$ cat config.mk
export PLATFORM = sky130hd
export DESIGN_NAME = ppu_mul
export DESIGN_NICKNAME = d
export VERILOG_FILES = /design/src/rtl/core/ppu_mul.sv
export SDC_FILE = /design/constraint.sdc
export NUM_CORES = 2
export LEC_CHECK = 0
export BUFFER_PORTS_ARGS = -buffer_cell sky130_fd_sc_hd__buf_2
export CAP_MARGIN = 25
export CORE_ASPECT_RATIO = 0.8
export CORE_MARGIN = 8
export CORE_UTILIZATION = 55
export CTS_BUF_LIST = sky130_fd_sc_hd__clkbuf_8
export DETAILED_ROUTE_END_ITERATION = 6
export HOLD_SLACK_MARGIN = 0.1
export PLACE_DENSITY_LB_ADDON = 0.05
export SLEW_MARGIN = 20
export SYNTH_ARGS = -nofsm -noshare
export SYNTH_HDL_FRONTEND = slang
export SYNTH_SLANG_ARGS = --single-unit
$ cat constraint.sdc
create_clock -name clk -period 10.3 [get_ports clk]
set_input_delay 2.06 -clock clk [delete_from_list [all_inputs] [get_ports clk]]
set_output_delay 2.06 -clock clk [all_outputs]
set_load 0.05 [all_outputs]
$ cat src/rtl/core/ppu_mul.sv
// Shared 33x33 signed multiplier with registered product.
// Standalone; no package use.
`default_nettype none
module ppu_mul (
  input  wire logic               clk,
  input  wire logic               en,
  input  wire logic signed [32:0] a,
  input  wire logic signed [32:0] b,
  output logic signed [65:0]      p
);
  // hold product until next issue
  always_ff @(posedge clk) begin
    if (en) p <= 66'(a) * 66'(b);
  end
endmodule
`default_nettype wire

==> qor.txt <==
status: complete, no violations
max incr delay on CP: 0.66 ns
total number of vias: 28400
CP startpoint kind: input pin
Iter 0 DRT Violations: 2448
filler instances: 6883
area grow syn2layout: 4.82%
Slew HR: 0.382
CTS Root Cell: clkbuf_8
IO Pins: 134
placed wire-length estimate: 99200 um
Worst Hold Launch: en
period utilisation layout: 0.939
Hold EP: p[60]$_DFFE_PP_
most common cell type on the critical path: fa_1
fin nets: 5784
remaining antenna violation count after routing: 0
GPL Wtd Cong: 0.947
FMAX: 0.103 GHz
actual slew at the worst max-slew pin: 0.927 ns
starting density of the core: 0.552
total CTS buffers: 9
via count of the first global-routing pass: 31000
multi-input logic area: 34300 um^2
max_cap viols: 0
sequential element share of the synthesized area: 0.0479
Placed Instances: 5355
routed wire length: 119000 um
register area: 1980 um^2
cell area after synthesis: 41400 um^2
router iterations before antenna repair: 6
Yosys top cell by area: fa_1
final slew viol count: 0
CP delay by family, top: adder cells
Final min period: 9.67 ns
Fin Setup TNS: 0 ns
ys async rst share: 0
clock-pin slew on the worst setup and hold paths: 0.08 ns
hold path cells: 2
DRC viols: 0
Buf/Inv on CP: 5
slowest stage cell, crit path: fa_1
synthesized flop and latch total: 66
setup violators final: 0
port bufs: 133
Die Ht: 261 um
htree depth: 3
min-delay worst type: input pin to flip-flop
number of library cell types mapped by synthesis: 80
final hold viol count: 0
total congestion overflow: 0
# rows: 90
antenna violations before repair: 12
crit-path cells: buf_2 -> and2_1 -> fa_1 -> fa_1 -> inv_1 -> fa_1 -> inv_1 -> fa_1 -> fa_1 -> fa_1 -> fa_1 -> inv_1 -> fa_1 -> inv_1 -> ha_1 -> a21oi_1 -> o21ai_0 -> a22oi_1 -> nor2_1 -> a211oi_4 -> a21oi_2 -> nor4b_2 -> a311oi_1
biggest regs: p: 66 flops
CTS tree: done
Final Instance Count excl. Fillers: 5374
post_cts resized: 0
DIE AREA: 84400 um^2
crit end category: flip-flop
Die W: 323 um
Sink Count: 66
max reg flops: 66
vias per cell: 5.29
postcts setup bufs: 0
Mean Syn Cell Area: 9.54 um^2
Avg WL per Cell: 22.1 um
largest net degree at the start of global routing: 67
Synth top area share: 0.554
first-pass GRT wire length: 191000 um
unrepaired setup endpoints after global routing: no
Post-Synthesis Cells: 4338
total core area: 75000 um^2
worst-path maximum fanout: 27
GRT Total Usage: 0.300
EDFF count, synth: 66
number of hold buffers added after CTS: 0
Max Buffers Root-to-Sink: 2
leading post-synthesis cells by cell area: fa_1 55%, inv_1 10%, and2_1 8.5%
syn_nets: 5768
WP data required: 10.41 ns
Syn. warnings: 0
Main synth FF type: edfxtp_1
fraction of final layout cells sized beyond drive strength 1: 0.0635
worst setup path class: input pin to flip-flop
Biggest register: p
Data arrival, critical path: 9.78 ns
logic make-up after synthesis:
group | count (synthesis) | share of synthesized area
xor gates and xnor gates | 68 | 0.0144
buffers and inverters | 1352 | 0.123
and+or+nand+nor | 1271 | 0.155
adders and majority gates | 1362 | 0.619
DFF | 66 | 0.0479
AOI/OAI and AO/OA | 219 | 0.0400
synth_stat cells (6+ instances only):
master / number
a21oi_1: 57
nand2_1: 551
o21a_1: 6
nand3_1: 25
a211o_1: 6
xnor2_1: 43
clkbuf_1: 208
nor2_1: 68
inv_1: 1131
a31oi_1: 8
fa_1: 1145
o21ai_0: 25
nor3_1: 7
nand4_1: 11
a21o_1: 36
ha_1: 217
and2_1: 562
buf_2: 11
edfxtp_1: 66
a211oi_1: 7
o21ai_1: 6
o21bai_1: 11
xor2_1: 25
nand2b_1: 12
metal layers:
layer / share of wire / GRT usage / routed length, um
met1: 0.48 / 0.481 / 57300
met2: 0.37 / 0.380 / 43900
met3: 0.13 / 0.123 / 16000
met4: 0.013 / 0.0400 / 1530
met5: 0.00040 / 0 / 47
through the flow:
stage	util	area (um^2)	hold WS, ns	worst slack [ns]
4_1_cts	0.578	43400	2.41	0.771
5_1_grt	0.578	43400	2.46	0.277
2_1_floorplan	-	41400	2.17	0.875
3_3_place_gp	0.576	43200	2.60	0.421
6_report	0.579	43400	2.42	0.626
3_5_place_dp	0.576	43200	2.60	0.373
worst max path at each step:
stage	from	to	slack (ns)	cells past startpoint
floorplan	a[32]	p[62]$_DFFE_PP_	0.87	23
global placement	b[9]	p[60]$_DFFE_PP_	0.42	22
detailed placement	b[10]	p[58]$_DFFE_PP_	0.37	23
CTS	b[10]	p[58]$_DFFE_PP_	0.77	23
global route	b[3]	p[58]$_DFFE_PP_	0.28	24
finish	b[10]	p[58]$_DFFE_PP_	0.63	23
final cells by class:
class | instances | share of cell area
diodes | 3 | 0.000173
clock buffers | 9 | 0.00285
clock inverters | 7 | 0.00161
inverters | 1131 | 0.0978
multi-input cells | 2920 | 0.791
flip-flops and latches | 66 | 0.0457
well taps | 1012 | 0.0292
repair buffers | 226 | 0.0317
cell usage in the layout (no fill, tap or decap), types with 8 or more instances in the layout:
cell type,instances
nand2_1,551
ha_1,217
nand3_1,25
buf_4,92
a21o_1,36
nand4_1,11
a31oi_1,8
xor2_1,25
inv_1,1132
o21bai_1,11
and2_1,562
clkbuf_8,9
nor2_1,68
xnor2_1,43
a21oi_1,57
nand2b_1,12
o21ai_0,25
buf_2,133
fa_1,1145
edfxtp_1,66
Power is not shown: default switching activity piles up to over one toggle a cycle in this logic, so the estimate is an artifact.
