**config.mk**
```make
export PLATFORM = sky130hd
export DESIGN_NAME = ppu_div
export DESIGN_NICKNAME = d
export VERILOG_FILES = /design/src/rtl/core/ppu_div.sv
export SDC_FILE = /design/constraint.sdc
export NUM_CORES = 1
export LEC_CHECK = 0
export BUFFER_PORTS_ARGS = -buffer_cell sky130_fd_sc_hd__buf_2
export CORE_ASPECT_RATIO = 2
export CORE_MARGIN = 10
export CORE_UTILIZATION = 55
export DETAILED_ROUTE_END_ITERATION = 10
export PLACE_DENSITY = 0.79
export RECOVER_POWER = 50
export SLEW_MARGIN = 20
export SYNTH_ARGS = -nofsm -noshare
export SYNTH_HDL_FRONTEND = slang
export SYNTH_SLANG_ARGS = --single-unit
```
**constraint.sdc**
```tcl
create_clock -name clk -period 3.25 [get_ports clk]
set_clock_uncertainty 0.05 [all_clocks]
set_input_delay 0.325 -clock clk [delete_from_list [all_inputs] [get_ports clk]]
set_output_delay 0.325 -clock clk [all_outputs]
set_load 0.1 [all_outputs]
```
**src/rtl/core/ppu_div.sv**
```systemverilog
// Restoring unsigned divider, one quotient bit per cycle.
// Standalone; used for the life ratio on readout.
`default_nettype none
module ppu_div #(
  parameter int DW = 47,
  parameter int VW = 31
) (
  input  wire logic          clk,
  input  wire logic          rst,
  input  wire logic          start,
  input  wire logic [DW-1:0] dividend,
  input  wire logic [VW-1:0] divisor,
  output logic               done,
  output logic [DW-1:0]      quot
);
  localparam int CW = $clog2(DW + 1);

  logic [VW:0]   rem;
  logic [VW-1:0] dvs;
  logic [CW-1:0] cnt;
  logic          busy;
  logic [VW:0]   rem_sh;
  logic          fits;

  assign rem_sh = {rem[VW-1:0], quot[DW-1]};
  assign fits = rem_sh >= {1'b0, dvs};

  // control
  always_ff @(posedge clk) begin
    if (rst) begin
      busy <= 1'b0;
      done <= 1'b0;
      cnt  <= '0;
    end else begin
      done <= 1'b0;
      if (start) begin
        busy <= 1'b1;
        cnt  <= '0;
      end else if (busy) begin
        cnt <= cnt + 1'b1;
        if (cnt == CW'(DW - 1)) begin
          busy <= 1'b0;
          done <= 1'b1;
        end
      end
    end
  end

  // shift dividend through quotient, subtract when it fits
  always_ff @(posedge clk) begin
    if (start) begin
      rem  <= '0;
      dvs  <= divisor;
      quot <= dividend;
    end else if (busy) begin
      rem  <= fits ? rem_sh - {1'b0, dvs} : rem_sh;
      quot <= {quot[DW-2:0], fits};
    end
  end
endmodule
`default_nettype wire

```
==> impl_metrics.env, run 1 <==
export IMPL_clk_pin_slew_ns=0.06
export IMPL_critPathCaptureType="flop"
export IMPL_path_delay_family="compound AO/OA/AOI/OAI gates"
export IMPL_finalSetupViolations=0
export IMPL_drt_vias_per_instance=5.790
export IMPL_setup_ws_ns=0.2784
export IMPL_antenna_left=0
export IMPL_finalMaxSlewViolations=88
export IMPL_ys_async_sr_fraction_pct=0
export IMPL_worst_pin_slew_ns=1.841
export IMPL_timing_rr_start="dvs[6]"
export IMPL_area_delta_synth_final_pct=21.37
export IMPL_drcViolationCount=0
export IMPL_rsz0062_at_grt="no"
export IMPL_required_ns=3.52
export IMPL_grt_pass1_wl_um=25710
export IMPL_syn_nets=697
export IMPL_leakagePower_nw=3.307
export IMPL_diodes=0
export IMPL_criticalPathCategory="reg -> reg"
export IMPL_seqPwrFrac_pct=36.4
export IMPL_cts_tree="yes"
export IMPL_slew_headroom_pct=-22.71
export IMPL_place_ws_ns=0.2900
export IMPL_root_buffer="clkbuf_16"
export IMPL_port_buffers=128
export IMPL_layout_drive_gt1_share_pct=30.29
export IMPL_switchingPower_mw=1.708
export IMPL_antenna_found_initial=0
export IMPL_pwr_share_clk_pct=37.8
export IMPL_insertion_delay_ns=0.42
export IMPL_cts_sinks=117
export IMPL_crit_path_start_kind="flop"
export IMPL_critPathSlowestCell="or4b_1"
export IMPL_layout_common_cells="buf_2 (120), edfxtp_1 (78), nor2_1 (49)"
export IMPL_cts_max_path_buffers=2
export IMPL_powerDensity_mw_per_mm2=644.7
export IMPL_gr_total_overflow=0
export IMPL_p_sw_share_pct=34.40
export IMPL_die_x_um=95.96
export IMPL_routed_wl_um=15720
export IMPL_gp_congestion=0.9034
export IMPL_vias=5008
export IMPL_grt_usage_pct=20.01
export IMPL_hold_violations=0
export IMPL_synth_seq_area_share_pct=49.21
export IMPL_combPwrFrac_pct=25.7
export IMPL_worst_ir_drop_vdd_v=0.0005841
export IMPL_cts_made_buffers=17
export IMPL_startpoint="dvs[6]"
export IMPL_syn_area_per_cell_um2=10.90
export IMPL_final_util_pct=68.25
export IMPL_dp_hpwl_um=11830
export IMPL_hold_buffers=0
export IMPL_syn_inst=582
export IMPL_r2r_cells=11
export IMPL_grt_max_degree=88
export IMPL_violations="capacitance limit, slew limit"
export IMPL_synthesis_area_mm2=0.006346
export IMPL_num_rows=55
export IMPL_status="finished with violations"
export IMPL_cp_max_fo=7
export IMPL_max_freq_mhz=336.5
export IMPL_post_cts_buffers=0
export IMPL_final_nets=825
export IMPL_timing_setup_tns_ns=0
export IMPL_start_util_pct=56.23
export IMPL_grt_pass1_vias=5403
export IMPL_avgRoutedWirePerCell_um=18.18
export IMPL_drtIter0Drc=353
export IMPL_hp_start="rst"
export IMPL_r2r_end="rem[29]"
export IMPL_intPower_mw=3.258
export IMPL_cp_cell_sequence="inv_1 > ha_1 > a21oi_1 > nor3_1 > or4b_1 > o21ai_2 > a31o_4 > o21ai_4 > o2111ai_1 > mux2_1 > a311oi_1"
export IMPL_max_cap_violations=1
export IMPL_io_pins=129
export IMPL_fin_crit_sh_pct=91.43
export IMPL_whs_path_depth=2
export IMPL_rrSetupSlack_ns=0.28
export IMPL_synth_edf_count=78
export IMPL_cts_htree_levels=4
export IMPL_cp_arrival_ns=3.24
export IMPL_dieArea_mm2=0.01650
export IMPL_die_h_um=171.9
export IMPL_critPathBufInv=1
export IMPL_cts_resized=0
export IMPL_yosys_warnings=0
export IMPL_holdPathEnd="busy"
export IMPL_ys_flop_type="edfxtp_1"
export IMPL_hp_class="in -> reg"
export IMPL_ys_seq_elements=117
export IMPL_first_pass_iters=5
export IMPL_period_needed_ns=2.972
export IMPL_ys_types=60
export IMPL_cp_slowest_stage_delay_ns=0.53
export IMPL_final_common_cell="buf_2"
export IMPL_core_area_mm2=0.01129
==> Yosys cell counts, drive strengths merged (4+ instances only) <==
master   n  area (um2)
a31o     4       43.80
nand4    9       56.30
o21bai   4       30.03
o211ai   5       47.54
mux2i   17       170.2
mux2    50       566.8
xor2    19       166.4
a21o    15       112.6
xnor2    6       52.55
inv     43       161.4
nor2    49       183.9
dfxtp   39       780.8
clkbuf  15       57.55
buf     11       62.56
a31oi    7       43.79
nor3     5       25.02
a211oi  25       187.7
o21a     5       37.54
edfxtp  78        2342
a21oi   31       162.7
nand3   10       50.05
nand2   43       161.4
ha      33       412.9
o21ai   25       140.1
==> state kept, by name, summed over array words and instances, names as in the netlist <==
signal	cells
rem	31
done	1
cnt	6
dvs	31
busy	1
quot	47
==> per-layer routing <==
metal	vias to the layer above	global-route usage (%)	share of wire (%)
li1	2397	-	-
met1	2361	18.78	33
met2	195	35.58	56
met3	55	7.034	6.2
met4	0	11.99	4.4
met5	-	0	0
==> how the worst max path moves through the flow <==
| stage | to | slack [ns] | depth (start not counted) |
|---|---|---|---|
| 2_1_floorplan | rem[26] | 0.04 | 13 |
| 3_3_place_gp | rem[29] | 0.43 | 11 |
| 3_5_place_dp | rem[29] | 0.29 | 11 |
| 4_1_cts | rem[29] | 0.28 | 11 |
| 5_1_grt | quot[4] | 0.07 | 3 |
| 6_report | rem[29] | 0.28 | 11 |
==> worst register-to-register path, delay by kind of cell, from the launching register on <==
| family | cells | cell delay, ns |
|---|---|---|
| compound gates | 6 | 1.11 |
| simple gates | 2 | 0.61 |
| mux | 1 | 0.37 |
| fa+ha+maj | 1 | 0.36 |
| flops | 1 | 0.32 |
| buf+inv | 1 | 0.04 |
==> cell families (layout without fill, tap and decap cells) <==
| kind of cell | after synthesis | after routing | share of synthesized area (%) |
|---|---|---|---|
| AOI/OAI and AO/OA | 135 | 135 | 14.67 |
| and+or+nand+nor | 135 | 135 | 9.799 |
| DFF | 117 | 117 | 49.21 |
| buffers and inverters | 69 | 210 | 4.436 |
| muxes | 67 | 67 | 11.61 |
| adders and majority gates | 34 | 34 | 6.822 |
| xor gates and xnor gates | 25 | 25 | 3.450 |
==> cell type report <==
| cell class | instances | area (um2) |
|---|---|---|
| fill | 859 | 3583 |
| sequential | 117 | 3123 |
| multi-input combinational | 396 | 2955 |
| timing repair buffer | 135 | 689.4 |
| clock buffer | 17 | 425.4 |
| tap | 142 | 177.7 |
| clock inverter | 15 | 170.2 |
| inverter | 43 | 161.4 |
==> through the flow <==
step           hold WS, ns  cell area (um2)  total power, mW  instances
6_report           0.01841             7702            4.965        865
5_1_grt           0.004046             7702            5.168        865
4_1_cts           0.006808             7734            4.990        865
3_5_place_dp        0.4404             7138            3.113        833
3_3_place_gp        0.4184             7138            3.084        833
2_1_floorplan       0.3474             6349            2.837        582
==> power by group through the flow <==
stage / combinational [mW] / clock (mW) / sequential (mW)
after floorplan: 0.561 / 0 / 2.28
after global placement: 1.25 / 0 / 1.83
after detailed placement: 1.28 / 0 / 1.84
after CTS: 1.28 / 1.90 / 1.81
after global routing: 1.37 / 1.97 / 1.83
final: 1.28 / 1.88 / 1.81
No activity file was read; power rests on OpenSTA's default activity.
==> run 2: changes to the inputs <==
Settings changed: CELL_PAD_IN_SITES_DETAIL_PLACEMENT set to 2, CELL_PAD_IN_SITES_GLOBAL_PLACEMENT set to 2, CORE_UTILIZATION 55 to 35, PLACE_DENSITY 0.79 to 0.78.
==> run 2 against run 1 <==
The flow now finishes without violations. Combinational power grew 5%. Wire length increased by 38%. Sequential share of layout area decreased by 0.60 points. Count of clock-buffer cells in the layout rose by 3. Fmax down 0.47%. Clock power is 9% lower. Total power shrank 1.5%. Via count is 1.2% higher. Die area increased by 47%. Critical endpoint is now rem[26]. Largest cell class unchanged. Largest power group is now sequential cells.
==> impl_metrics.env, run 2 (synthesis gave the netlist of run 1 again) <==
export IMPL_dp_hpwl_um=15660
export IMPL_area_delta_synth_final_pct=23.19
export IMPL_dieArea_mm2=0.02424
export IMPL_hp_class="in -> reg"
export IMPL_cp_max_fo=6
export IMPL_slew_headroom_pct=18.97
export IMPL_required_ns=3.51
export IMPL_leakagePower_nw=3.315
export IMPL_placedInstanceArea_mm2=0.007267
export IMPL_cts_tree="yes"
export IMPL_drcViolationCount=0
export IMPL_cts_max_path_buffers=2
export IMPL_grt_usage_pct=17.61
export IMPL_layout_drive_gt1_share_pct=31.15
export IMPL_final_common_cell="buf_2"
export IMPL_start_util_pct=35.68
export IMPL_gp_congestion=0.7944
export IMPL_largest_register_ffs=47
export IMPL_stdcell_count=949
export IMPL_worst_ir_drop_vdd_v=0.0003843
export IMPL_finalSetupViolations=0
export IMPL_avgRoutedWirePerCell_um=22.81
export IMPL_die_h_um=210.4
export IMPL_rsz0062_at_grt="no"
export IMPL_cts_htree_levels=4
export IMPL_fin_crit_sh_pct=91.86
export IMPL_port_buffers=128
export IMPL_largest_register="quot"
export IMPL_cts_sinks=117
export IMPL_antenna_found_initial=4
export IMPL_routed_wl_um=21640
export IMPL_criticalPathCategory="reg -> reg"
export IMPL_clk_pin_slew_ns=0.06
export IMPL_io_pins=129
export IMPL_root_buffer="clkbuf_16"
export IMPL_place_ws_ns=0.04917
export IMPL_worst_pin_slew_ns=1.221
export IMPL_die_x_um=115.2
export IMPL_period_needed_ns=2.986
export IMPL_setup_ws_ns=0.2644
export IMPL_timing_setup_tns_ns=0
export IMPL_powerDensity_mw_per_mm2=625.9
export IMPL_drtIter0Drc=182
export IMPL_hold_violations=0
export IMPL_finalMaxSlewViolations=0
export IMPL_design_area_mm2=0.007818
export IMPL_crit_path_start_kind="flop"
export IMPL_dp_cells=911
export IMPL_max_cap_violations=0
export IMPL_first_pass_iters=4
export IMPL_num_rows=69
export IMPL_cts_made_buffers=17
export IMPL_drt_vias_per_instance=5.341
export IMPL_antenna_left=0
export IMPL_vias=5069
export IMPL_power_mw=4.893
export IMPL_critPathCaptureType="flop"
export IMPL_max_freq_mhz=334.9
export IMPL_insertion_delay_ns=0.43
export IMPL_grt_max_degree=106
export IMPL_final_nets=834
export IMPL_gr_total_overflow=0
export IMPL_grt_pass1_wl_um=33140
export IMPL_core_area_mm2=0.01778
export IMPL_cp_arrival_ns=3.25
export IMPL_status="completed"
export IMPL_top_regs="quot (47), dvs (31), rem (31)"
export IMPL_grt_pass1_vias=5923
export IMPL_layout_common_cells="buf_2 (119), edfxtp_1 (78), nor2_1 (49)"
-- run 2: layout make-up --
cell class | count | area (um2)
Fill cell | 1895 | 9967
Tap cell | 213 | 266.5
Inverter | 43 | 161.4
Clock inverter | 12 | 81.33
Sequential cell | 117 | 3123
Multi-Input combinational cell | 396 | 2967
Timing Repair Buffer | 144 | 762.0
Antenna cell | 4 | 10.01
Clock buffer | 20 | 446.7
-- run 2: metal layers --
metal	vias to the layer above	share of wire (%)	GRT usage [%]
met5	-	0	0
met4	0	2.2	7.419
met3	30	3.5	4.152
met2	90	61	34.89
met1	2542	33	15.98
li1	2407	-	-
-- run 2: repair_timing --
item	CTS	global route
gates resized for setup	0	2
pin swaps	1	0
setup endpoints to repair	4	3
cloned	0	0
hold buffers	0	0
setup buffers	2	0
-- run 2: path summary, 6_finish.rpt --
path | startpoint | endpoint | slack (ns) | cells after the start
max | quot[46] | rem[26] | 0.26 | 12
min reg2reg | rem[26] | rem[26] | 0.46 | 1
min | divisor[27] | dvs[27] | 0.02 | 1
max reg2reg | quot[46] | rem[26] | 0.26 | 12
-- run 2: power by group --
part	total [mW]	internal, mW	switching, mW
sequential	1.82	1.74	0.0822
combinational	1.35	0.385	0.969
clock	1.72	0.990	0.727
-- run 2: critical path, stage by stage, from the launching register on --
cell,delay [ns]
edfxtp_1,0.43
inv_1,0.09
ha_1,0.18
fa_2,0.27
nor2b_4,0.05
o31a_1,0.28
o31ai_2,0.21
o211ai_2,0.21
a21o_1,0.25
a31o_1,0.30
a21oi_2,0.19
mux2i_1,0.10
a211o_1,0.26
-- run 2: per-stage QoR --
stage | hold WS [ns] | utilization, %
after floorplan | 0.3474 | -
after global placement | 0.4182 | 40.86
after detailed placement | 0.4479 | 40.86
after CTS | 0.01102 | 43.91
after global routing | 0.008115 | 43.96
final | 0.02360 | 43.96
